[config.mk]
export PLATFORM = sky130hd
export DESIGN_NAME = psat_ram
export DESIGN_NICKNAME = d
export VERILOG_FILES = /design/src/rtl/psat_ram.sv
export SDC_FILE = /design/constraint.sdc
export NUM_CORES = 2
export LEC_CHECK = 0
export BUFFER_PORTS_ARGS = -buffer_cell sky130_fd_sc_hd__buf_2
export CORE_AREA = 4 4 438 440
export CTS_CLUSTER_SIZE = 16
export DETAILED_ROUTE_END_ITERATION = 10
export DIE_AREA = 0 0 442 444
export SLEW_MARGIN = 20
export SYNTH_ARGS = -nofsm -noshare
export SYNTH_HDL_FRONTEND = slang
export SYNTH_SLANG_ARGS = --single-unit
export TNS_END_PERCENT = 50
[constraint.sdc]
create_clock -name i_clk -period 5.3 [get_ports i_clk]
set_input_delay 1.325 -clock i_clk [delete_from_list [all_inputs] [get_ports i_clk]]
set_output_delay 1.325 -clock i_clk [all_outputs]
set_load 0.05 [all_outputs]
[src/rtl/psat_ram.sv]
// ----------------------------------------------------------------------------
// psat_ram
// Generic single-port-write, single-read RAM with registered read data.
// ----------------------------------------------------------------------------
module psat_ram #(
    parameter int WIDTH = 32,
    parameter int DEPTH = 64
) (
    input  logic                     i_clk,
    input  logic                     i_we,
    input  logic [$clog2(DEPTH)-1:0] i_waddr,
    input  logic [WIDTH-1:0]         i_wdata,
    input  logic [$clog2(DEPTH)-1:0] i_raddr,
    output logic [WIDTH-1:0]         o_rdata
);
    logic [WIDTH-1:0] r_mem [DEPTH];

    always_ff @(posedge i_clk) begin
        if (i_we) begin
            r_mem[i_waddr] <= i_wdata;
        end
        o_rdata <= r_mem[i_raddr];
    end
endmodule

# Word-level counts from Yosys, hierarchy flattened

Memories as Yosys holds them, arrays and structs flattened. A register that Yosys moved wholly into a read port is not among the register bits.
Cells that the tools add are included.

Flip-flop bits (word level): 0
Bits in writable memories: 2,048
Input bits: 46
Output and inout port bits: 32
Logic and storage cells: 3
Memories: 1

Mux-type cells: 2

Memory list:

| memory | depth | bits a word | rd ports | clocked after memory_dff | write ports | RTL line | source |
|---|---|---|---|---|---|---|---|
| r_mem  | 64    | 32          | 1        | 1                        | 1           | 16       | `logic [WIDTH-1:0] r_mem [DEPTH];` |

Operators by type and width:

| kind   | count |
|---|---|
| $mux 1 | 2 |

# Longest topological paths before layout

Word-level depth: 2
Mapped depth: 10
Mapped depth without buffers: 5

# Least setup slack after synthesis

No wires, ideal clock.

Path type: input port to flip-flop
Start: input port i_waddr[3]
End: memory r_mem[48][0], enable pin
Setup time: 0.461 ns
Data arrival time: 4.024 ns
Required time: 4.839 ns
Setup slack: 0.815 ns
Stages on the path: 4
Cell sequence: clkbuf_1 nor2b_1 nand4b_1 nor3_1

RTL lines:

| element     | RTL line | source |
|---|---|---|
| from (decl) | 11       | `input logic [$clog2(DEPTH)-1:0] i_waddr,` |
| to (decl)   | 16       |  |

Straight into the memory's write port.

==> results.txt <==
Reg2Reg Depth: 4
# rows: 159
Clock Root Buffer: clkbuf_16
Setup Skew: 24.5 ps
Hpwl dp: 111 mm
Worst rel slew slack: 0.290
Most frequent cells in the layout: edfxtp_1 (2048), mux4_2 (544), clkbuf_16 (213)
Vias per inst: 5.87
RSZ-0062 raised after global routing: false
M1 GR Usage: 0.286
Routed WL per cell: 31.8 um
CP arrival: 4320 ps
Register area share after synthesis: 0.791
Post-Syn Area: 78500 um^2
Post-cts hold buffer count: 0
First-pass GRT wire length: 284 mm
Grt met3 use: 0.0300
Worst Path Max Fanout: 56
Layout cells sized above 1: 0.305
Max-cap violations: 0
Gpl congestion: 0.773
Global route total overflow: 0
Largest net degree at the start of global routing: 66
Hold crit path type: reg -> reg
Slowest cell on the critical path: buf_8
Worst-path clk slew: 60 ps
Pwr per Cell Area: 381 nW/um^2
Crit end category: flip-flop
Syn-to-layout area delta: 14.6%
Status: finished, final reports clean
Synthesized instance count: 3324
Port Buffers: 77
Die ar.: 196000 um^2
Initial Util: 0.419
Static Leak: 0.0279 uW
Vias in the first global route: 37300
Clk_lat worst skew: 810 ps
Worst Tran Pin Value: 1070 ps
Final slew viol count: 0
Synth Warn #: 0
Asr flop ratio synth: 0
Clk buf depth: 3
Initial antenna violation count: 9
Critical Path, Cell by Cell: buf_8 -> buf_12 -> buf_4 -> mux4_2 -> mux4_2 -> o22ai_1 -> nor2_1
Fin util: 0.480
DR pass1 iterations: 5
Synth cell types: 34
Drt drc: 0
Req. time, crit path: 5980 ps
Busiest grt layer: met2
CP most frequent cell: mux4_2
VDD IR max: 0.374 mV
Fin. Hold Viols: 0
Post-CTS setup buffers: 0
DR vias: 36800
Final Cell Area: 90000 um^2
Hold path cells: 4
Num Clock Sinks: 2080
CTS Buf Count: 207
Final Cycle Share: 0.686
Die Width: 442 um
CTS resizes: 0
Synth Flop Type: edfxtp_1
Most common cell after layout, fill and taps aside: edfxtp_1
EDFF count, synth: 2048
Gr usage total: 0.202
1st-iter DRT viols: 4312
Minimum clock period after layout: 3630 ps
Crit Path Category: in -> reg
Final antenna-violating net count: 0
Avg Cell Area, Syn: 23.6 um^2
Seq cells post-synth: 2080
Crit-path max cell delay: 530 ps
Setup_tns: 0 ps
Layout Nets: 3647
Fmax: 275 MHz
Setup-failing EPs final: 0
I/O pin count: 78
Die height: 444 um
Power consumption: 34300 uW
CTS tree: yes
Placed standard-cell area: 83300 um^2
Mapped Nets: 3370
Core ar.: 188000 um^2
Final wirelength: 199 mm
Hold_ws: 733 ps
H-tree depth: 4
Reg2Reg Setup Slack: 3040 ps
Met2 usage in global routing: 0.331
Startpoint Class: primary input
## flip-flops by register name, indices dropped and copies added, names as in the netlist
signal / flops
r_mem: 2048
o_rdata: 32
## power breakdown
group	internal (uW)	leakage [uW]	total [uW]	switching, uW
clock network	8130	0.00323	14200	6080
registers	18200	0.0187	18300	88.6
logic	629	0.00599	1750	1120
## final timing paths
| kind | to | start |
|---|---|---|
| setup / recovery | o_rdata[24] | i_raddr[0] |
| hold / removal | o_rdata[8] | r_mem[28][8] |
| setup reg to reg | o_rdata[30] | r_mem[11][30] |
| hold reg to reg | o_rdata[8] | r_mem[28][8] |
## cell type report
cell class              instances  area [um^2]
fillers                     15000        97600
flip-flops and latches       2080        62100
multi-input cells            1062        16000
clock buffers                 287         5770
well taps                    2495         3120
repair buffers                250         2120
clock inverters                97          836
diodes                          2         5.00
## synth_stat cells (all sizes together) (3+ instances only)
cell / instances / area share
or3b: 5 / 0.00056
clkbuf: 74 / 0.0035
dfxtp: 32 / 0.0082
o32ai: 4 / 0.00045
a41o: 4 / 0.00051
and3: 4 / 0.00032
nand3: 5 / 0.00032
or3: 3 / 0.00024
a21oi: 62 / 0.0040
edfxtp: 2048 / 0.78
o221ai: 27 / 0.0030
or2: 3 / 0.00024
mux2i: 93 / 0.012
nor2b: 15 / 0.0012
nor3: 7 / 0.00045
buf: 108 / 0.0077
nand2: 26 / 0.0012
a22oi: 12 / 0.0011
a311oi: 8 / 0.00089
nor2: 137 / 0.0065
nand3b: 5 / 0.00048
o22ai: 84 / 0.0067
mux4: 544 / 0.16
nand2b: 8 / 0.00064
## per-layer routing
metal  part of all wire  wire (um)  vias up
met5            0.00013         26        -
met4              0.022       4380        4
met3              0.069      13700      260
met2               0.49      98300     1504
met1               0.42      82900    20200
li1                   -          -    14800
## critical path, delay by kind of cell
kind                   cells  cell delay, ps
buffers and inverters      3            1160
muxes                      2            1050
AOI/OAI and AO/OA          1             490
and+or+nand+nor            1             110
## stage by stage
| step | cells | worst slack, ps |
|---|---|---|
| 2_1_floorplan | 3324 | 815 |
| 3_3_place_gp | 5887 | 693 |
| 3_5_place_dp | 5887 | 684 |
| 4_1_cts | 6271 | 1580 |
| 5_1_grt | 6271 | 1540 |
| 6_report | 6273 | 1670 |
## cells by family (layout without fill, tap and decap cells)
kind of cell | count (synthesis) | after routing | synth area share
AO/OA/AOI/OAI | 202 | 202 | 0.0167
AND/OR/NAND/NOR | 223 | 223 | 0.0127
buffers and inverters | 182 | 634 | 0.0113
flip-flops | 2080 | 2080 | 0.791
other | 0 | 2 | 0
multiplexers | 637 | 637 | 0.168
No activity file was read; power rests on OpenSTA's default activity.
