## config.mk

```make
export PLATFORM = sky130hd
export DESIGN_NAME = psat_mac
export DESIGN_NICKNAME = d
export VERILOG_FILES = /design/src/rtl/psat_mac.sv
export SDC_FILE = /design/constraint.sdc
export NUM_CORES = 2
export LEC_CHECK = 0
export BUFFER_PORTS_ARGS = -buffer_cell sky130_fd_sc_hd__buf_4
export CORE_UTILIZATION = 60
export DETAILED_ROUTE_END_ITERATION = 10
export GPL_TIMING_DRIVEN = 0
export HOLD_SLACK_MARGIN = 0.05
export PLACE_DENSITY = 0.84
export SYNTH_ARGS = -nofsm -noshare
export SYNTH_HDL_FRONTEND = slang
export SYNTH_SLANG_ARGS = --single-unit
```

## constraint.sdc

```tcl
create_clock -name i_clk -period 9.75 [get_ports i_clk]
set_clock_uncertainty 0.1 [all_clocks]
set_input_delay 1.4625 -clock i_clk [delete_from_list [all_inputs] [get_ports i_clk]]
set_output_delay 1.4625 -clock i_clk [all_outputs]
set_load 0.01 [all_outputs]
```

## src/rtl/psat_mac.sv

```systemverilog
// ----------------------------------------------------------------------------
// psat_mac
// Shared 32x25 multiplier with registered product and accumulator;
// rounds half up at bit 16 and saturates to 32 bits.
// ----------------------------------------------------------------------------
module psat_mac (
    input  logic               i_clk,
    input  logic               i_en,
    input  logic               i_clr,
    input  logic signed [31:0] i_a,
    input  logic signed [24:0] i_b,
    input  logic               i_acc,
    output logic signed [31:0] o_res
);
    logic signed [56:0] r_prod;
    logic signed [57:0] r_acc;
    logic signed [57:0] w_sh;

    // product stage, then accumulate stage
    always_ff @(posedge i_clk) begin
        if (i_en) begin
            r_prod <= i_a * i_b;
        end
        if (i_clr) begin
            r_acc <= 58'sd32768;
        end else if (i_acc) begin
            r_acc <= r_acc + 58'(r_prod);
        end
    end

    assign w_sh  = r_acc >>> 16;
    assign o_res = (w_sh > 58'sh7FFFFFFF) ? 32'sh7FFFFFFF :
                   (w_sh < -58'sh80000000) ? 32'sh80000000 : w_sh[31:0];
endmodule
```

Word level (Yosys, flattened, before mapping)
Index checks and enable logic that the tools add are counted.
Storage, ports and cells
  bits in registers: 115
  output and inout port bits: 32
Cells by class
  $add $sub $neg: 1
  multiply operators: 1
  magnitude comparators: 2
  mux-type cells: 2
Operators by type and width (count)
  two-way mux 32 bit: 2
  adder 58 x 57 -> 58 bit: 1
  multiplier 32 x 25 -> 57 bit: 1
  > comparator 42 x 32 -> 1 bit, second input constant: 1
  less-than comparator 42 x 32 -> 1 bit, second input constant: 1

Longest topological paths before layout
  word-level depth: 3
  gate-level depth with buffers: 27
  mapped depth without buffers: 26

Worst setup path before layout
OpenSTA, ideal clock, no wires.
  path type: input port to flip-flop
  start: input i_b[1]
  end: register r_prod[56], data pin
  library setup time: 264 ps
  arrival: 7958 ps
  slack: 1428 ps
  stages: 21
  buffers on the path: 1
  cells stage by stage: clkbuf_1 -> and2_1 -> fa_1 -> fa_1 -> inv_1 -> fa_1 -> inv_1 -> fa_1 -> fa_1 -> fa_1 -> fa_1 -> ha_1 -> a21oi_1 -> o21ai_0 -> a21o_1 -> a21o_1 -> a21oi_1 -> o21ai_0 -> a211o_1 -> a211oi_1 -> xnor2_1
Between the ends
  word-level cells in the longest chain between the ends: 1
RTL lines
  start, declared: line 11  | input logic signed [24:0] i_b,
  multiplier 32 x 25 -> 57 bit: line 22  | r_prod <= i_a * i_b;
  end signal, assigned: line 22
  end, declared: line 15  | logic signed [56:0] r_prod;
No other way between the ends.
A chain may end at the register's enable or synchronous reset.

Worst setup path after layout
  start: input i_a[13]
  end: register r_prod[56], data pin
Between the ends
  word-level cells in the longest chain between the ends: 1
RTL lines
  start, declared: line 10  | input logic signed [31:0] i_a,
  multiplier 32 x 25 -> 57 bit: line 22
No other way between the ends.

==> impl_metrics.tcl <==
set metrics [dict create \
    netlist_top_cells_area "sky130_fd_sc_hd__fa_1, sky130_fd_sc_hd__inv_1, sky130_fd_sc_hd__ha_1, sky130_fd_sc_hd__and2_1, sky130_fd_sc_hd__edfxtp_1" \
    dieArea_sq_mm 0.0599 \
    timing.reg2reg.worst_path_depth 11 \
    pin_slew_with_the_least_headroom_to_its_limit_ns 1.25 \
    worst-endpoint-arrival_ns 9.48 \
    max_cap_viol_count 0 \
    worstPathMaxFanout 10 \
    dpl.hpwl_um 93400 \
    yosysWarningCount 0 \
    num_io_pins 93 \
    critical_path.reg2reg.startpoint "r_prod[20]$_DFFE_PP_" \
    rows 88 \
    required_time_of_the_worst_setup_path_ns 9.82 \
    postCtsHoldBufs 0 \
    cts_tree "done" \
    buf_inv_on_cp 7 \
    final-max-slew-violation-count 0 \
    end_kind "register" \
    cells_after_synth 3781 \
    synthFlopType "sky130_fd_sc_hd__dfxtp_1" \
    proportion_of_synthesized_chip_area_in_sequential_cells_pct 8.13 \
    hold_ws_ns 0.402 \
    core-area_sq_mm 0.0579 \
    final_period_minus_worst_setup_slack_ns 9.40 \
    cts-buffers-inserted 17 \
    finalSetupViolations 0 \
    synth-edff-count 57 \
    synth_top_cell_area_share_pct 46.4 \
    place_congestion 1.03 \
    post_synthesis_cell_type_count 86 \
    timing_worst_setup_path_type "input pin to register" \
    worst_r2r_endpoint "r_acc[57]$_SDFFE_PP0P_" \
    hold_path.class "register to register" \
    status "completed" \
    worst_hold_path.endpoint "r_acc[4]$_SDFFE_PP0P_" \
    family_of_cells_with_the_greatest_summed_delay_on_the_critical_path "adder cells" \
    grt_total_ovfl 0 \
    slew-limit-headroom_pct 16.9 \
    cts_htree_levels 4 \
    drt_drc_violations_left 0 \
    hold_viol 0 \
    yosys_register_bits 115 \
    detail_route.wl_per_cell_um 24.2 \
    setup.reg_to_reg.worst_slack_ns 5.86 \
    clock_sinks 115 \
    min-delay-start "r_acc[4]$_SDFFE_PP0P_" \
    maxClockFrequency_mhz 106 \
    design.final.nets 4981 \
    grt_max_degree 58 \
    rsz0062_at_grt "false" \
    antenna_found_initial 7 \
    synth_area_sq_mm 0.0353 \
    cts_buffer_depth 2 \
    buffers_inserted_during_post_cts_setup_optimization 0 \
    vias_in_the_first_global_route 28671 \
    drive_above_1_share_pct 4.36 \
    synth.avg_cell_area_sq_um 9.35 \
    worst_setup_path_start_kind "input pin" \
    worst_path_max_delay_cell "sky130_fd_sc_hd__clkbuf_1" \
    hold_path_depth 2 \
    synthArstFlopShare_pct 0 \
    critical-path-max-stage-delay_ns 0.63 \
    grt_pass1_wl_um 172000 \
    first_iter_violations 2561 \
    cpMostUsedCell "sky130_fd_sc_hd__fa_1" \
    start_util_pct 61.0 \
    synth.largest_area_cell "sky130_fd_sc_hd__fa_1" \
    worst_setup_hold_path_clk_slew_ns 0.05 \
    portBuffers 91 \
    drtPass1Iterations 6 \
    total_via_count_in_the_routed_design 27352 \
    synth_fp_nets 4874 \
    ant_nets 0 \
    die_x_um 245 \
    cts_root_buffer "sky130_fd_sc_hd__clkbuf_16" \
    mostFrequentLayoutCell "sky130_fd_sc_hd__fa_1" \
    layout_overhead_on_the_synthesized_area_pct 6.51 \
    worst_skew_pair.late_latency_ns 0.43 \
    fill_cells 4830 \
    finalWirelength_um 113000 \
    detail_route.vias_per_cell 5.85 \
    most_used_cells_in_the_layout_excluding_fill_and_tap_cells "sky130_fd_sc_hd__fa_1, sky130_fd_sc_hd__inv_1, sky130_fd_sc_hd__nand2_1, sky130_fd_sc_hd__and2_1, sky130_fd_sc_hd__ha_1" \
    dieHeight_um 245 \
    layout_worst_path_cycle_share_pct 96.5 \
    gr-usage-all-layers_pct 39.4 \
]
==> registers in the layout, indices dropped and copies added, names as in the netlist <==
| signal | flops |
|---|---|
| r_prod | 57 |
| r_acc | 58 |
==> Yosys cell counts (4+ instances only) <==
library cell               number
sky130_fd_sc_hd__o21ai_0       62
sky130_fd_sc_hd__nand3_1       13
sky130_fd_sc_hd__nor2b_1       21
sky130_fd_sc_hd__a21oi_1      111
sky130_fd_sc_hd__nand2b_1      31
sky130_fd_sc_hd__dfxtp_1       58
sky130_fd_sc_hd__clkbuf_1     158
sky130_fd_sc_hd__edfxtp_1      57
sky130_fd_sc_hd__nor3_1        15
sky130_fd_sc_hd__and3_1        12
sky130_fd_sc_hd__a211oi_1      15
sky130_fd_sc_hd__o211ai_1       5
sky130_fd_sc_hd__ha_1         212
sky130_fd_sc_hd__o21a_1        12
sky130_fd_sc_hd__o21bai_1      10
sky130_fd_sc_hd__xnor2_1       86
sky130_fd_sc_hd__o41ai_1        4
sky130_fd_sc_hd__and2_1       416
sky130_fd_sc_hd__fa_1         820
sky130_fd_sc_hd__a211o_1        6
sky130_fd_sc_hd__a31oi_1       16
sky130_fd_sc_hd__a41oi_1        4
sky130_fd_sc_hd__xor2_1        31
sky130_fd_sc_hd__nand2_1      430
sky130_fd_sc_hd__o31ai_1        8
sky130_fd_sc_hd__buf_1          4
sky130_fd_sc_hd__nand4_1       16
sky130_fd_sc_hd__inv_1        795
sky130_fd_sc_hd__nor4_1         8
sky130_fd_sc_hd__clkbuf_8       5
sky130_fd_sc_hd__nor2_1       123
sky130_fd_sc_hd__a21o_1        85
sky130_fd_sc_hd__mux2i_1       45
==> worst max-delay path by stage <==
stage / start / to / slack [ns] / cells after the start
2_1_floorplan: i_b[1] / r_prod[56]$_DFFE_PP_ / 1.43 / 21
3_3_place_gp: i_b[1] / r_prod[56]$_DFFE_PP_ / -0.13 / 22
3_5_place_dp: i_b[1] / r_prod[56]$_DFFE_PP_ / -0.16 / 22
4_1_cts: i_b[1] / r_prod[56]$_DFFE_PP_ / 0.26 / 22
5_1_grt: i_a[13] / r_prod[56]$_DFFE_PP_ / 0.05 / 26
6_report: i_a[13] / r_prod[56]$_DFFE_PP_ / 0.35 / 26
==> area by class of cell <==
class | count | area (sq um) | share of cell area [%]
timing repair buffer | 91 | 683 | 1.81
clock buffer | 17 | 425 | 1.13
tap | 765 | 957 | 2.54
sequential | 115 | 2870 | 7.63
multi-input combinational | 2697 | 28700 | 76.4
clock inverter | 15 | 211 | 0.562
buffer | 171 | 737 | 1.96
antenna | 10 | 25.0 | 0.0665
inverter | 795 | 2980 | 7.93
==> metrics by stage <==
stage / util (%) / instance area [sq um] / setup TNS (ns) / instances / worst slack [ns]
2_1_floorplan: - / 35300 / 0 / 3781 / 1.43
3_3_place_gp: 63.9 / 37000 / -0.258 / 4637 / -0.128
3_5_place_dp: 63.9 / 37000 / -0.303 / 4637 / -0.165
4_1_cts: 65.0 / 37600 / 0 / 4669 / 0.264
5_1_grt: 65.0 / 37600 / 0 / 4666 / 0.0472
6_report: 65.0 / 37600 / 0 / 4676 / 0.346
==> layer usage <==
layer  wire length, um  up-vias  track usage [%]
li1                  -    11643                -
met1             42400    13640             51.3
met2             49500     1680             60.6
met3             15000      381             12.5
met4              6100        8             16.8
met5                57        -                0
==> timing repair <==
| item | in CTS | in global routing |
|---|---|---|
| resized for setup | 0 | 18 |
| endpoints found under the setup margin | 0 | 3 |
| hold endpoints to repair | 0 | 0 |
==> logic make-up after synthesis <==
family                   Yosys count  synth area share (%)
multiplexers                      47                  1.34
flip-flops                       115                  8.13
AND/OR/NAND/NOR                 1115                  15.9
adder cells (fa/ha/maj)         1032                  54.0
AO/OA/AOI/OAI                    386                  7.26
buffers and inverters            969                  10.5
XOR/XNOR                         117                  2.90
==> tightest hold or removal path: cells and delay by family, from the launching register on <==
family        cells  cell delay, ns
mux               1            0.07
simple gates      1            0.08
flops             1            0.33
Power is left out: the tool's default activity adds up to more than one toggle a clock period on the data nets, which glitch-free logic cannot reach.
