<file path="src/rtl/psat_pkg.sv">
// ----------------------------------------------------------------------------
// psat_pkg
// Shared types, command codes and tables for the point set transform core.
// ----------------------------------------------------------------------------
package psat_pkg;

    localparam int MAX_POINTS_DEF = 64;
    localparam int CORDIC_STEPS   = 20;

    // command codes
    localparam logic [2:0] OP_ADD   = 3'd0;
    localparam logic [2:0] OP_MOVE  = 3'd1;
    localparam logic [2:0] OP_ROT_X = 3'd2;
    localparam logic [2:0] OP_ROT_Y = 3'd3;
    localparam logic [2:0] OP_ROT_Z = 3'd4;
    localparam logic [2:0] OP_SCALE = 3'd5;
    localparam logic [2:0] OP_READ  = 3'd6;

    localparam logic signed [33:0] CORDIC_GAIN = 34'sd652032874;

    typedef struct packed {
        logic [2:0]         op;
        logic signed [31:0] coord_x;
        logic signed [31:0] coord_y;
        logic signed [31:0] coord_z;
        logic [15:0]        angle;
        logic signed [23:0] factor;
    } t_cmd;

    typedef struct packed {
        logic [5:0]         point_index;
        logic signed [31:0] out_x;
        logic signed [31:0] out_y;
        logic signed [31:0] out_z;
        logic               last;
        logic               empty_res;
        logic               dropped;
    } t_res;

    // arctangent table in turns, Q0.32 scaled
    function automatic logic [29:0] atan_turn(input logic [4:0] i);
        logic [29:0] v;
        begin
            case (i)
                5'd0:  v = 30'h20000000;
                5'd1:  v = 30'h12E4051E;
                5'd2:  v = 30'h09FB385B;
                5'd3:  v = 30'h051111D4;
                5'd4:  v = 30'h028B0D43;
                5'd5:  v = 30'h0145D7E1;
                5'd6:  v = 30'h00A2F61E;
                5'd7:  v = 30'h00517C55;
                5'd8:  v = 30'h0028BE53;
                5'd9:  v = 30'h00145F2F;
                5'd10: v = 30'h000A2F98;
                5'd11: v = 30'h000517CC;
                5'd12: v = 30'h00028BE6;
                5'd13: v = 30'h000145F3;
                5'd14: v = 30'h0000A2FA;
                5'd15: v = 30'h0000517D;
                5'd16: v = 30'h000028BE;
                5'd17: v = 30'h0000145F;
                5'd18: v = 30'h00000A30;
                5'd19: v = 30'h00000518;
                default: v = 30'h0;
            endcase
            return v;
        end
    endfunction

    // saturate a 34-bit signed value to 32 bits
    function automatic logic signed [31:0] sat34(input logic signed [33:0] v);
        logic signed [31:0] r;
        begin
            if (v > 34'sh07FFFFFFF) r = 32'sh7FFFFFFF;
            else if (v < -34'sh080000000) r = 32'sh80000000;
            else r = v[31:0];
            return r;
        end
    endfunction

endpackage

</file>
<file path="src/rtl/psat_cordic.sv">
// ----------------------------------------------------------------------------
// psat_cordic
// Iterative sine/cosine: one CORDIC micro-rotation per cycle, 20 steps.
// ----------------------------------------------------------------------------
module psat_cordic (
    input  logic                i_clk,
    input  logic                i_rst_n,
    input  logic                i_start,
    input  logic [15:0]         i_angle,
    output logic                o_done,
    output logic signed [17:0]  o_sin,
    output logic signed [17:0]  o_cos
);
    logic               r_busy;
    logic [4:0]         r_step;
    logic               r_neg;
    logic signed [33:0] r_x, r_y, r_z;
    logic signed [33:0] w_dx, w_dy, w_at;
    logic [31:0]        w_t;
    logic signed [33:0] w_fx, w_fy;
    logic signed [33:0] w_rx, w_ry;

    // fold angle into the right half-plane
    assign w_t = (i_angle[15] ^ i_angle[14]) ? {i_angle, 16'h0} - 32'h80000000
                                             : {i_angle, 16'h0};
    assign w_dx = r_y >>> r_step;
    assign w_dy = r_x >>> r_step;
    assign w_at = {4'h0, psat_pkg::atan_turn(r_step)};

    // control
    always_ff @(posedge i_clk) begin
        if (!i_rst_n) begin
            r_busy <= 1'b0;
            r_step <= '0;
            o_done <= 1'b0;
        end else begin
            o_done <= 1'b0;
            if (i_start) begin
                r_busy <= 1'b1;
                r_step <= '0;
            end else if (r_busy) begin
                if (r_step == 5'(psat_pkg::CORDIC_STEPS - 1)) begin
                    r_busy <= 1'b0;
                    o_done <= 1'b1;
                end
                r_step <= r_step + 5'd1;
            end
        end
    end

    // datapath
    always_ff @(posedge i_clk) begin
        if (i_start) begin
            r_neg <= i_angle[15] ^ i_angle[14];
            r_x   <= psat_pkg::CORDIC_GAIN;
            r_y   <= '0;
            r_z   <= {{2{w_t[31]}}, w_t};
        end else if (r_busy) begin
            if (!r_z[33]) begin
                r_x <= r_x - w_dx; r_y <= r_y + w_dy; r_z <= r_z - w_at;
            end else begin
                r_x <= r_x + w_dx; r_y <= r_y - w_dy; r_z <= r_z + w_at;
            end
        end
    end

    // round to Q1.16 and clamp
    assign w_fx = r_neg ? -r_x : r_x;
    assign w_fy = r_neg ? -r_y : r_y;
    assign w_rx = (w_fx + 34'sd8192) >>> 14;
    assign w_ry = (w_fy + 34'sd8192) >>> 14;
    assign o_cos = (w_rx > 34'sd65536) ? 18'sd65536 :
                   (w_rx < -34'sd65536) ? -18'sd65536 : w_rx[17:0];
    assign o_sin = (w_ry > 34'sd65536) ? 18'sd65536 :
                   (w_ry < -34'sd65536) ? -18'sd65536 : w_ry[17:0];
endmodule

</file>
<file path="config.mk">
export PLATFORM = sky130hd
export DESIGN_NAME = psat_cordic
export DESIGN_NICKNAME = d
export VERILOG_FILES = /design/src/rtl/psat_pkg.sv /design/src/rtl/psat_cordic.sv
export SDC_FILE = /design/constraint.sdc
export NUM_CORES = 1
export LEC_CHECK = 0
export BUFFER_PORTS_ARGS = -buffer_cell sky130_fd_sc_hd__buf_2
export CORE_ASPECT_RATIO = 1.2
export CORE_MARGIN = 4
export CORE_UTILIZATION = 55
export CTS_BUF_LIST = sky130_fd_sc_hd__clkbuf_4
export DETAILED_ROUTE_END_ITERATION = 7
export PLACE_DENSITY = 0.79
export SLEW_MARGIN = 15
export SYNTH_ARGS = -nofsm -noshare
export SYNTH_HDL_FRONTEND = slang
export SYNTH_SLANG_ARGS = --single-unit
</file>
<file path="constraint.sdc">
create_clock -name i_clk -period 7.4 [get_ports i_clk]
set_clock_uncertainty 0.1 [all_clocks]
set_input_delay 1.11 -clock i_clk [delete_from_list [all_inputs] [get_ports i_clk]]
set_output_delay 1.11 -clock i_clk [all_outputs]
set_load 0.01 [all_outputs]
</file>
# ---- After elaboration in Yosys (flattened, before gate mapping)
# Memories as Yosys holds them, arrays and structs flattened. A register that Yosys moved wholly into a read port is not among the register bits.
# Index checks and enable logic that the tools add are counted.
# W data, S select, Z words.
dict set report word_totals {
  latch_bits 0
  elab_cells 51
  mem_bits_ro 960
  out_inout_bits 37
  input_bits 19
  mem_count 1
  reg_bits 110
  mem_bits_rw 0
}
dict set report classes {
  n_eq_ne 1
  div 0
  n_mux 18
  n_reduce_logical 3
  n_addsub 12
  bitwise_logic 3
  multipliers 0
  shifts 2
  n_lt_le_gt_ge 4
}
# memory depth word_bits rd rd_clocked_by_memory_dff wr line_no
set mem_list {}
lappend mem_list {{(no name shown)} 32 30 1 1 0 psat_pkg.sv:44} ;# case (i)
# op n
set ops {}
lappend ops {{$mux W34} 7}
lappend ops {{$mux W18} 4}
lappend ops {{$add A34 B15 Y34 const B} 2}
lappend ops {{$add A34 B34 Y34} 2}
lappend ops {{$neg A34 Y34} 2}
lappend ops {{$sshr A34 B5 Y34} 2}
lappend ops {{$sub A34 B34 Y34} 2}
lappend ops {{$gt A20 B18 Y1 const B} 2}
lappend ops {{$lt A20 B17 Y1 const B} 2}
lappend ops {{$add A34 B31 Y34} 1}
lappend ops {{$sub A34 B31 Y34} 1}
lappend ops {{$mux W32} 1}
lappend ops {{$sub A32 B32 Y32 const B} 1}
lappend ops {{$mux W5} 2}
lappend ops {{$add A5 B1 Y5 const B} 1}
lappend ops {{$eq A5 B5 Y1 const B} 1}
lappend ops {{$mux W1} 4}
lappend ops {{$reduce_or A3 Y1} 1}
lappend ops {{$not A1 Y1} 2}
lappend ops {{$reduce_bool A2 Y1} 1}
lappend ops {{$reduce_or A2 Y1} 1}
lappend ops {{$xor A1 B1 Y1} 1}

# ---- Longest topological paths before layout
# Gate-level depths: netlist (run 1).
dict set report logic_depth {
  ltp_word 6
  ltp_mapped 29
  ltp_nobuf 25
}

# ---- Least setup slack after synthesis (run 1)
# No wires, ideal clock.
dict set report synth_path {
  kind {flip-flop to output port}
  startpoint {register r_neg}
  endpoint {output port o_sin[10]}
  slack_ns 1.578
  required_time_ns 6.190
  t_arrival_ns 4.612
  path_buffers 7
  stages_incl_launch_ff 20
  path_cell_list {edfxtp_1 -> buf_2 -> buf_2 -> buf_2 -> clkbuf_1 -> clkbuf_1 -> buf_1 -> o21ai_0 -> xnor2_1 -> ha_1 -> nand4b_1 -> nor3_1 -> nor3b_1 -> nor3b_1 -> nand3_1 -> nor3_1 -> xnor2_1 -> a32oi_1 -> buf_2 -> nor2_1}
}
dict set report synth_between {
  elab_chain_len 5
  elab_cells_between_ends 6
  classes_between {1 x add/sub; 2 x order compare; 3 x mux}
}
# element line_no
set synth_lines {}
lappend synth_lines {{from (decl)} psat_cordic.sv:16} ;# logic r_neg;
lappend synth_lines {{from (signal assigned)} psat_cordic.sv:54} ;# r_neg <= i_angle[15] ^ i_angle[14];
lappend synth_lines {{$mux W34 (*)} psat_cordic.sv:69} ;# assign w_fy = r_neg ? -r_y : r_y;
lappend synth_lines {{$add A34 B15 Y34 (*)} psat_cordic.sv:71} ;# assign w_ry = (w_fy + 34'sd8192) >>> 14;
lappend synth_lines {{$lt A20 B17 Y1} psat_cordic.sv:75} ;# (w_ry < -34'sd65536) ? -18'sd65536 : w_ry[17:0];
lappend synth_lines {{$mux W18} psat_cordic.sv:75}
lappend synth_lines {{$mux W18 (*)} psat_cordic.sv:74} ;# assign o_sin = (w_ry > 34'sd65536) ? 18'sd65536 :
lappend synth_lines {{to (decl)} psat_cordic.sv:11} ;# output logic signed [17:0] o_sin,
# Mark *: on every way between the ends. The rest lies on a longest branch, timed or not.

# ---- Final worst setup path (run 1)
dict set report layout_path {
  startpoint {register r_step[0]}
  endpoint {register r_y[28]}
}
dict set report layout_between {
  elab_chain_len 3
  elab_cells_between_ends 4
  classes_between {2 x add/sub; 1 x shift; 1 x mux}
}
# element line_no
set layout_lines {}
lappend layout_lines {{from (decl)} psat_cordic.sv:15} ;# logic [4:0] r_step;
lappend layout_lines {{from (signal assigned)} psat_cordic.sv:46} ;# r_step <= r_step + 5'd1;
lappend layout_lines {{$sshr A34 B5 Y34 (*)} psat_cordic.sv:27} ;# assign w_dy = r_x >>> r_step;
lappend layout_lines {{$add A34 B34 Y34 / $sub A34 B34 Y34 (equally long branches)} {psat_cordic.sv:60, psat_cordic.sv:62}}
lappend layout_lines {{$mux W34 (*)} psat_cordic.sv:59} ;# if (!r_z[33]) begin
lappend layout_lines {{to (signal assigned)} psat_cordic.sv:60} ;# r_x <= r_x - w_dx; r_y <= r_y + w_dy; r_z <= r_z - w_at;
lappend layout_lines {{to (signal assigned)} psat_cordic.sv:62} ;# r_x <= r_x + w_dx; r_y <= r_y - w_dy; r_z <= r_z + w_at;
lappend layout_lines {{to (decl)} psat_cordic.sv:17} ;# logic signed [33:0] r_x, r_y, r_z;
# Marked as above.
# A chain may end at the register's enable or synchronous reset.

==> results.md, run 1 <==
* Status: finished clean
* Largest net degree at the start of global routing at between 60 and 70
* Ys flop type: dfxtp_1
* H-Tree Depth at 4
* Achievable Freq at roughly 0.15 GHz
* Hold Path Cell Cnt at 2
* Multiplexer share of the synthesized area at 0.162
* DRT Pass-1 Iters at 8
* Hold_sp: r_y[0]
* Slew HR at 0.265
* Sequential area share after synthesis at 0.161
* Hold Crit Class: reg2reg
* Cells after Synth at 2474
* Reg-to-Reg End: r_y[28]
* CP max FO at between 50 and 60
* Worst-Skew Late Latency at about 0.68 ns
* R2R Setup Slk at about 0.53 ns
* Startpoint type of the worst setup path: register
* Clk buf depth at 2
* I/O pin cnt at 56
* Yosys warns at 0
* GRT Residual Overflow at 0
* Vias per cell at 6.87
* Cell Pwr Density at approximately 450 mW/mm^2
* Via count at about 20000
* TritonCTS Buffers at 17
* Area leader, netlist: dfxtp_1
* Distinct cells, synth at 98
* WP data required at 7.89 ns
* Worst Hold End: r_y[0]
* Simple-gate share of the synthesized area at 0.214
* Least-Margin Pin Slew at around 1.1 ns
* Post-synthesis xor/xnor area fraction at 0.104
* Crit path kind: reg2reg
* GRT met2 Usage at 0.578
* Synthesized area at roughly 0.020 sq mm
* Port Buffers at 55
* Commonest non-fill, non-tap cell in the layout: nor2_1
* Layout cell share with drive strength beyond 1 at 0.127
* Synth area leaders: dfxtp_1 (11%), mux4_2 (10%), ha_1 (7.2%)
* Placer Congestion at 1.06
* Initial DRC count at 1822
* Die area at 0.0387 sq mm
* Max-cap viol count at 0
* Antenna violations before repair at 1
* Seq cells post-synth at 140
* Total track usage at 0.336
* Final Max Tran Viols at 0
* Share of async-settable or async-resettable flops after synthesis at 0
* WL final at 67600 um
* Main combinational cell family by area after synthesis: compound AO/OA/AOI/OAI gates
* Fillcell total at 3235
* Adder-Cell Fraction of Synth Area at 0.0747
* Crit path DAT at about 7.4 ns
* Global route hottest layer: met2
* Post-synth EDFFs at 35
* Remaining antenna violation count after routing at 0
* Met1 global-route usage at 0.387
* # DRC at 0
* Clk sinks at 140
* TritonCTS clock tree: yes
* Final setup violation count at 0
* Nature of the critical path endpoint: register
* RSZ-0062 raised after global routing: no
* Total power at slightly above 9 mW
* Commonest cells after routing, fill and taps aside: nor2_1 (279), nand2_1 (202), a21oi_1 (183)
* Die W at approximately 180 um
* Met3 usage in global routing at 0.0514
* Site Rows at 75
* First-pass GRT wire length at between 100000 and 150000 um
* Area share of the largest cell type after synthesis at 0.107
* Final min period at around 6.9 ns
* CTS clk-pin slew, worst paths at 0.14 ns
* Chip height at between 200 and 250 um
* Core area at ~0.035 sq mm
* Peak supply drop at between 0.2 and 0.3 mV
* Final std cell area, no fill at 0.0205 sq mm
* Fin. Hold Viols at 0
* Reg2reg path depth at 22
* Leak at just over 8 nW
* Starting Density at 0.558
* Vias in the first global route at 19300
* CTS Root Cell: clkbuf_4
* Final sum of negative setup slack at 0 ns
* Post-DP Area at 0.0201 sq mm
* Area fraction in compound gates after synthesis at 0.233
* Layout Nets at 2562
* Fin crit share at 0.928
* Area Growth Syn to Fin at 4.71%
* FF-to-FF Start: r_step[0]
* Hpwl dp at between 50000 and 60000 um
* Routed len/inst at approximately 23 um
* Syn Area/Cell at approximately 7.9 sq um
* Worst hold slack at 0.440 ns
* Syn nets at around 2600
## critical path: stages (launching register included)
cell	delay, ns
dfxtp_4	0.70
buf_12	0.36
nor2_1	0.25
a22oi_1	0.28
nand2_1	0.23
a2111oi_1	0.63
buf_4	0.23
inv_1	0.05
ha_1	0.28
mux2i_1	0.28
inv_1	0.11
fa_1	0.41
nor2b_1	0.16
o21a_1	0.15
o21ai_0	0.14
a21oi_1	0.36
a21oi_1	0.23
o31ai_1	0.39
o21ai_0	0.21
o21ai_0	0.52
a21oi_1	0.17
or4_1	0.42
nand3_1	0.08
## registers in the layout, summed over array words and instances (netlist names)
signal,cells
o_done,1
r_y,34
r_z,34
r_neg,1
r_step,5
r_x,34
r_busy,1
w_at,30
## cell families (layout without fill, tap and decap cells)
logic type                 after synthesis  count (layout)
other                                    0               1
and+or+nand+nor                        853             853
xor gates and xnor gates               232             232
AOI/OAI and AO/OA                      688             688
DFF                                    140             140
buffers and inverters                  244             211
adders and majority gates              115             115
muxes                                  202             202
## metal layers
metal / part of all wire / vias to the layer above / wire (um)
met1: 0.37 / 9508 / 25000
met3: 0.074 / 268 / 4970
met5: 0 / - / 0
li1: - / 9164 / -
met2: 0.48 / 1020 / 32700
met4: 0.072 / 0 / 4860
## layout make-up
type | instances | area (sq um) | share of cell area
clock inverter | 14 | 191 | 0.00934
timing repair buffer | 113 | 771 | 0.0376
tap | 462 | 578 | 0.0282
sequential | 140 | 3160 | 0.154
inverter | 66 | 248 | 0.0121
antenna | 1 | 2.50 | 0.000122
clock buffer | 18 | 135 | 0.00659
multi-input combinational | 2090 | 15400 | 0.752
## timing repair
| item | CTS | global route |
|---|---|---|
| setup buffers | 0 | 1 |
| endpoints found under the hold margin | 0 | 0 |
| endpoints found under the setup margin | 0 | 2 |
| hold buffers | 0 | 0 |
| resized for setup | 0 | 0 |
## cell usage after synthesis (all sizes together) (9+ instances only)
cell type and instances:
a41oi 10, clkbuf 113, o211ai 18, a31oi 48, nand3 50, dfxtp 105
a21oi 183, nor2b 35, o21bai 13, mux2 37, nand2 202, o221ai 9
edfxtp 35, a221oi 15, and4 10, ha 112, nand2b 39, a211o 19
o21ai 122, or2 12, o22ai 30, and2 19, a21o 43, nor3 58
and3 22, nand4 25, nand3b 9, nor4 28, inv 62, a22oi 20
mux2i 78, xor2 103, mux4 87, or4 11, o31ai 21, or3 19
a211oi 23, nor3b 16, a32oi 9, buf 65, o21a 26, a221o 9
xnor2 129, nor2 279
## power breakdown
part           internal, mW  switching [mW]  total, mW
clock                 0.274           0.342      0.615
sequential             1.03           0.611       1.64
combinational          3.00            3.91       6.91
total                  4.30            4.86       9.16
## worst max-delay path by stage
| stage | from | to | slack (ns) | cells after the start |
|---|---|---|---|---|
| after floorplan | r_neg | o_sin[10] | 1.58 | 19 |
| after global placement | r_step[1] | r_y[28] | 0.55 | 22 |
| after detailed placement | r_step[1] | r_y[28] | 0.51 | 22 |
| after CTS | r_step[1] | r_y[28] | 0.47 | 22 |
| after global routing | r_step[0] | r_y[28] | 0.13 | 22 |
| final | r_step[0] | r_y[28] | 0.53 | 22 |
## through the flow
stage	worst slack, ns	cells	utilization
final	0.531	2904	0.584
after global routing	0.126	2904	0.584
after CTS	0.475	2902	0.583
after detailed placement	0.510	2870	0.574
after global placement	0.551	2870	0.574
after floorplan	1.58	2474	-
Power figures use the tool's default switching activity.
==> run 2, diff against run 1 <==
--- a/config.mk
+++ b/config.mk
@@ -6,12 +6,11 @@
 export NUM_CORES = 1
 export LEC_CHECK = 0
 export BUFFER_PORTS_ARGS = -buffer_cell sky130_fd_sc_hd__buf_2
-export CORE_ASPECT_RATIO = 1.2
 export CORE_MARGIN = 4
 export CORE_UTILIZATION = 55
 export CTS_BUF_LIST = sky130_fd_sc_hd__clkbuf_4
 export DETAILED_ROUTE_END_ITERATION = 7
-export PLACE_DENSITY = 0.79
+export PLACE_DENSITY = 0.69
 export SLEW_MARGIN = 15
 export SYNTH_ARGS = -nofsm -noshare
 export SYNTH_HDL_FRONTEND = slang
==> results.md, run 2 (synthesized netlist as in run 1, its figures left out) <==
* Vias in the first global route at about 18000
* Final setup violation count at 0
* Antenna violations before repair at 1
* First-pass GRT wire length at 103000 um
* Port Buffers at 55
* Fin. Hold Viols at 0
* Crit-path slowest cell: dfxtp_4
* Crit path DAT at roughly 7.3 ns
* Fin crit share at 0.930
* Site Rows at roughly 70
* Starting Density at 0.562
* Placer Congestion at roughly 1
* Max-cap viol count at 0
* Remaining antenna violation count after routing at 0
* Leak at about 8.3 nW
* Post-CTS Setup Repair Bufs at 0
* # DRC at 0
* Slew HR at 0.317
* Final core utilization at 0.586
* Peak supply drop at ~0.34 mV
* Initial DRC count at about 2000
* Vias per cell at 6.79
* Startpoint type of the worst setup path: register
* Clk sinks at 140
* DRT Pass-1 Iters at 6
* Total track usage at 0.331
* Most frequent cell on the critical path: a221o_1
* I/O pin cnt at 56
* Hold Crit Class: reg2reg
* Area Growth Syn to Fin at 4.19%
* GRT Residual Overflow at 0
* Layout cell share with drive strength beyond 1 at 0.128
* WP data required at 7.83 ns
* Crit path kind: reg2reg
* Die area at slightly below 0.04 sq mm
* Final Max Tran Viols at 0
* Final sum of negative setup slack at 0 ns
* Via count at about 20000
* Hold_buf cts at 0
* Core area at roughly 0.035 sq mm
* Hpwl dp at 49100 um
* Chip height at roughly 200 um
* Crit path cell chain: buf_4 -> mux4_2 -> mux2i_1 -> o22ai_1 -> nor3_1 -> ha_1 -> and2_1 -> nand3_1 -> nor2_1 -> a21oi_1 -> xnor2_1 -> ha_1 -> and3_1 -> a221o_1 -> a221o_1 -> a221o_1 -> a211o_1 -> a31oi_1 -> o21bai_1 -> a21oi_1 -> xor2_1 -> o22ai_1
* RSZ-0062 raised after global routing: no
* Largest net degree at the start of global routing at ~110
* Achievable Freq at between 0.1 and 0.15 GHz
* Slowest Stage Delay on Critical Path at between 0.7 and 0.8 ns
* H-Tree Depth at 4
* TritonCTS Buffers at 17
* Biggest regs: r_x x34, r_y x34, r_z x34
* TritonCTS clock tree: yes
* Final min period at just under 7 ns
* Least-Margin Pin Slew at 1.01 ns
* CP max FO at 30
* Beginning of the critical path: r_step[0]
* FF-to-FF Start: r_step[0]
* Layout Nets at between 2000 and 3000
* Cell Pwr Density at approximately 440 mW/mm^2
* Clk buf depth at 2
* Routed len/inst at around 23 um
* Hold_sp: r_y[0]
* WL final at 65400 um
* CTS clk-pin slew, worst paths at 0.16 ns
* CTS Root Cell: clkbuf_4
* Commonest non-fill, non-tap cell in the layout: nor2_1
* Die W at 197 um
* Worst-Skew Late Latency at about 0.66 ns
* Nature of the critical path endpoint: register
* Commonest cells after routing, fill and taps aside: nor2_1 (279), nand2_1 (202), a21oi_1 (183)
* Status: finished clean
* Post-CTS sizing at 0
[run 2: critical path: cells and delay by family, from the launching register on]
family	cells	cell delay [ns]
muxes	2	0.92
DFF	1	0.72
AOI/OAI and AO/OA	10	2.28
buffers and inverters	1	0.42
adders and majority gates	2	0.60
xor gates and xnor gates	2	0.42
and+or+nand+nor	5	1.28
[run 2: per-stage QoR]
stage	area [sq um]	instances	hold WS [ns]	setup WS [ns]	power [mW]
global route	20400	2895	0.456	0.0921	9.79
floorplan	19600	2474	0.378	1.58	6.70
global placement	20100	2862	0.404	0.697	8.20
CTS	20400	2894	0.431	0.430	8.89
detailed placement	20100	2862	0.412	0.507	8.32
finish	20400	2895	0.435	0.522	9.01
[run 2: final cells by class]
cell class                 count  area, sq um
multi-input combinational   2090        15400
fill                        3197        14400
sequential                   140         3170
timing repair buffer         111          723
tap                          455          569
inverter                      66          248
clock inverter                15          149
clock buffer                  17          128
antenna                        1         2.50
[run 2: final timing paths]
path | endpoint | slack [ns] | cells past startpoint
setup / recovery | r_y[29] | 0.52 | 22
hold / removal | r_y[0] | 0.43 | 2
setup reg to reg | r_y[29] | 0.52 | 22
hold reg to reg | r_y[0] | 0.43 | 2
[run 2: layer usage]
| metal | part of all wire | vias to the layer above | global-route usage |
|---|---|---|---|
| met3 | 0.092 | 124 | 0.0612 |
| li1 | - | 9149 | - |
| met4 | 0.023 | 0 | 0.0799 |
| met1 | 0.45 | 9416 | 0.488 |
| met2 | 0.44 | 976 | 0.503 |
| met5 | 0 | - | 0 |
[run 2: power breakdown]
group	switching, mW	internal, mW	total [mW]
Clock	0.373	0.150	0.523
Combinational	3.93	2.99	6.92
Sequential	0.545	1.03	1.57
==> run 3, diff against run 2 <==
==> constraint.sdc (replaced) <==
create_clock -name i_clk -period 7.4 [get_ports i_clk]
set_clock_uncertainty 0.1 [all_clocks]
set_input_delay 0.37 -clock i_clk [delete_from_list [all_inputs] [get_ports i_clk]]
set_output_delay 0.37 -clock i_clk [all_outputs]
set_load 0.01 [all_outputs]
==> results.md, run 3 (synthesized netlist as in run 1, its figures left out) <==
* RSZ-0062 raised after global routing: no
* DRT Pass-1 Iters at 6
* Status: finished clean
* Least-Margin Pin Slew at roughly 1.1 ns
* CTS clk-pin slew, worst paths at roughly 0.15 ns
* TritonCTS clock tree: yes
* WL final at approximately 66000 um
* Leak at ~8.3 nW
* Antenna violations before repair at 1
* Remaining antenna violation count after routing at 0
* Chip height at between 150 and 200 um
* Biggest regs: r_x x34, r_y x34, r_z x34
* Worst hold slack at approximately 0.039 ns
* TritonCTS Buffers at 17
* Fin. Hold Viols at 0
* Largest net degree at the start of global routing at around 110
* Crit path kind: reg2reg
* WP data required at 7.84 ns
* Crit path DAT at between 7 and 8 ns
* Die area at approximately 0.039 sq mm
* Final core utilization at 0.591
* Initial DRC count at 2444
* Clk sinks at 140
* Top cell family by delay on the critical path: compound AO/OA/AOI/OAI gates
* Vias in the first global route at 18100
* Fin crit share at 0.924
* Site Rows at 68
* Total track usage at 0.330
* GRT Residual Overflow at 0
* Port Buffers at 55
* Slew HR at 0.239
* Vias per cell at ~7
* Layout cell share with drive strength beyond 1 at 0.123
* Cell Pwr Density at roughly 440 mW/mm^2
* Final min period at about 6.8 ns
* Crit path cell chain: buf_12 -> mux4_2 -> mux2i_1 -> o22ai_1 -> nor3_1 -> ha_1 -> and2_1 -> nand3_1 -> nor2_1 -> a21oi_1 -> xnor2_1 -> ha_1 -> and3_1 -> a221o_1 -> a221o_1 -> a221o_1 -> a211o_1 -> a31oi_1 -> o21bai_1 -> a21oi_1 -> xor2_1 -> o22ai_1
* Worst path bufs/invs at 1
* Worst-Skew Late Latency at 0.68 ns
* # DRC at 0
* CTS Root Cell: clkbuf_4
* Commonest non-fill, non-tap cell in the layout: nor2_1
* Final Max Tran Viols at 0
* Final sum of negative setup slack at 0 ns
* Total power at between 9 and 10 mW
* Fin cells at around 2900
* I/O pin cnt at between 50 and 60
* Placed Cells at between 2000 and 3000
* Die W at just under 200 um
* Startpoint type of the worst setup path: register
* Hpwl dp at a little under 50000 um
* Core area at 0.0348 sq mm
* Final setup violation count at 0
* Clk buf depth at 2
* H-Tree Depth at 4
* Commonest cells after routing, fill and taps aside: nor2_1 (279), nand2_1 (202), a21oi_1 (183)
* Most frequent cell on the critical path: a221o_1
* First-pass GRT wire length at about 100000 um
* Max-cap viol count at 0
* Peak supply drop at around 0.36 mV
* Starting Density at 0.562
* Layout Nets at 2569
* CP max FO at between 50 and 60
* Crit-path slowest cell: dfxtp_4
* Area Growth Syn to Fin at 5.12%
* Hold Crit Class: in2reg
* Via count at around 20000
* Routed len/inst at about 23 um
* Nature of the critical path endpoint: register
* Post-CTS sizing at 0
* Slowest Stage Delay on Critical Path at around 0.77 ns
* Achievable Freq at between 0.1 and 0.15 GHz
* Placer Congestion at approximately 1
==> run 3: layout make-up <==
class | instances | area (sq um)
multi-input cells | 2090 | 15400
fillers | 3219 | 14200
flip-flops and latches | 140 | 3170
repair buffers | 120 | 858
well taps | 455 | 569
inverters | 66 | 248
clock inverters | 14 | 183
clock buffers | 18 | 135
diodes | 5 | 12.5
==> run 3: metrics by stage <==
| step | worst slack (ns) | instance area, sq um |
|---|---|---|
| 5_1_grt | 0.0218 | 20600 |
| 3_5_place_dp | 0.650 | 20100 |
| 4_1_cts | 0.627 | 20500 |
| 2_1_floorplan | 1.64 | 19600 |
| 3_3_place_gp | 0.790 | 20100 |
| 6_report | 0.565 | 20600 |
==> run 3: final timing paths <==
path         startpoint       to  slack [ns]  depth (start not counted)
max           r_step[0]  r_y[29]        0.57                         22
min             i_start  r_x[15]        0.04                          2
max reg2reg   r_step[0]  r_y[29]        0.57                         22
min reg2reg      r_y[0]   r_y[0]        0.43                          2
==> run 3: what timing repair did <==
item,in CTS,in global routing
setup endpoints to repair,0,1
hold buffers,17,0
hold endpoints to repair,19,0
setup buffers,0,1
==> run 3: routing by layer <==
layer	vias to the layer above	share of wire	global-route usage	wire [um]
met5	-	0	0	0
met4	0	0.027	0.0871	1770
met3	144	0.097	0.0709	6440
met2	1048	0.43	0.503	28600
met1	9418	0.44	0.479	29300
li1	9161	-	-	-
==> run 3: power breakdown <==
group / switching [mW] / total (mW) / internal [mW]
Sequential: 0.599 / 1.63 / 1.03
Clock: 0.355 / 0.601 / 0.247
Combinational: 3.88 / 6.86 / 2.98
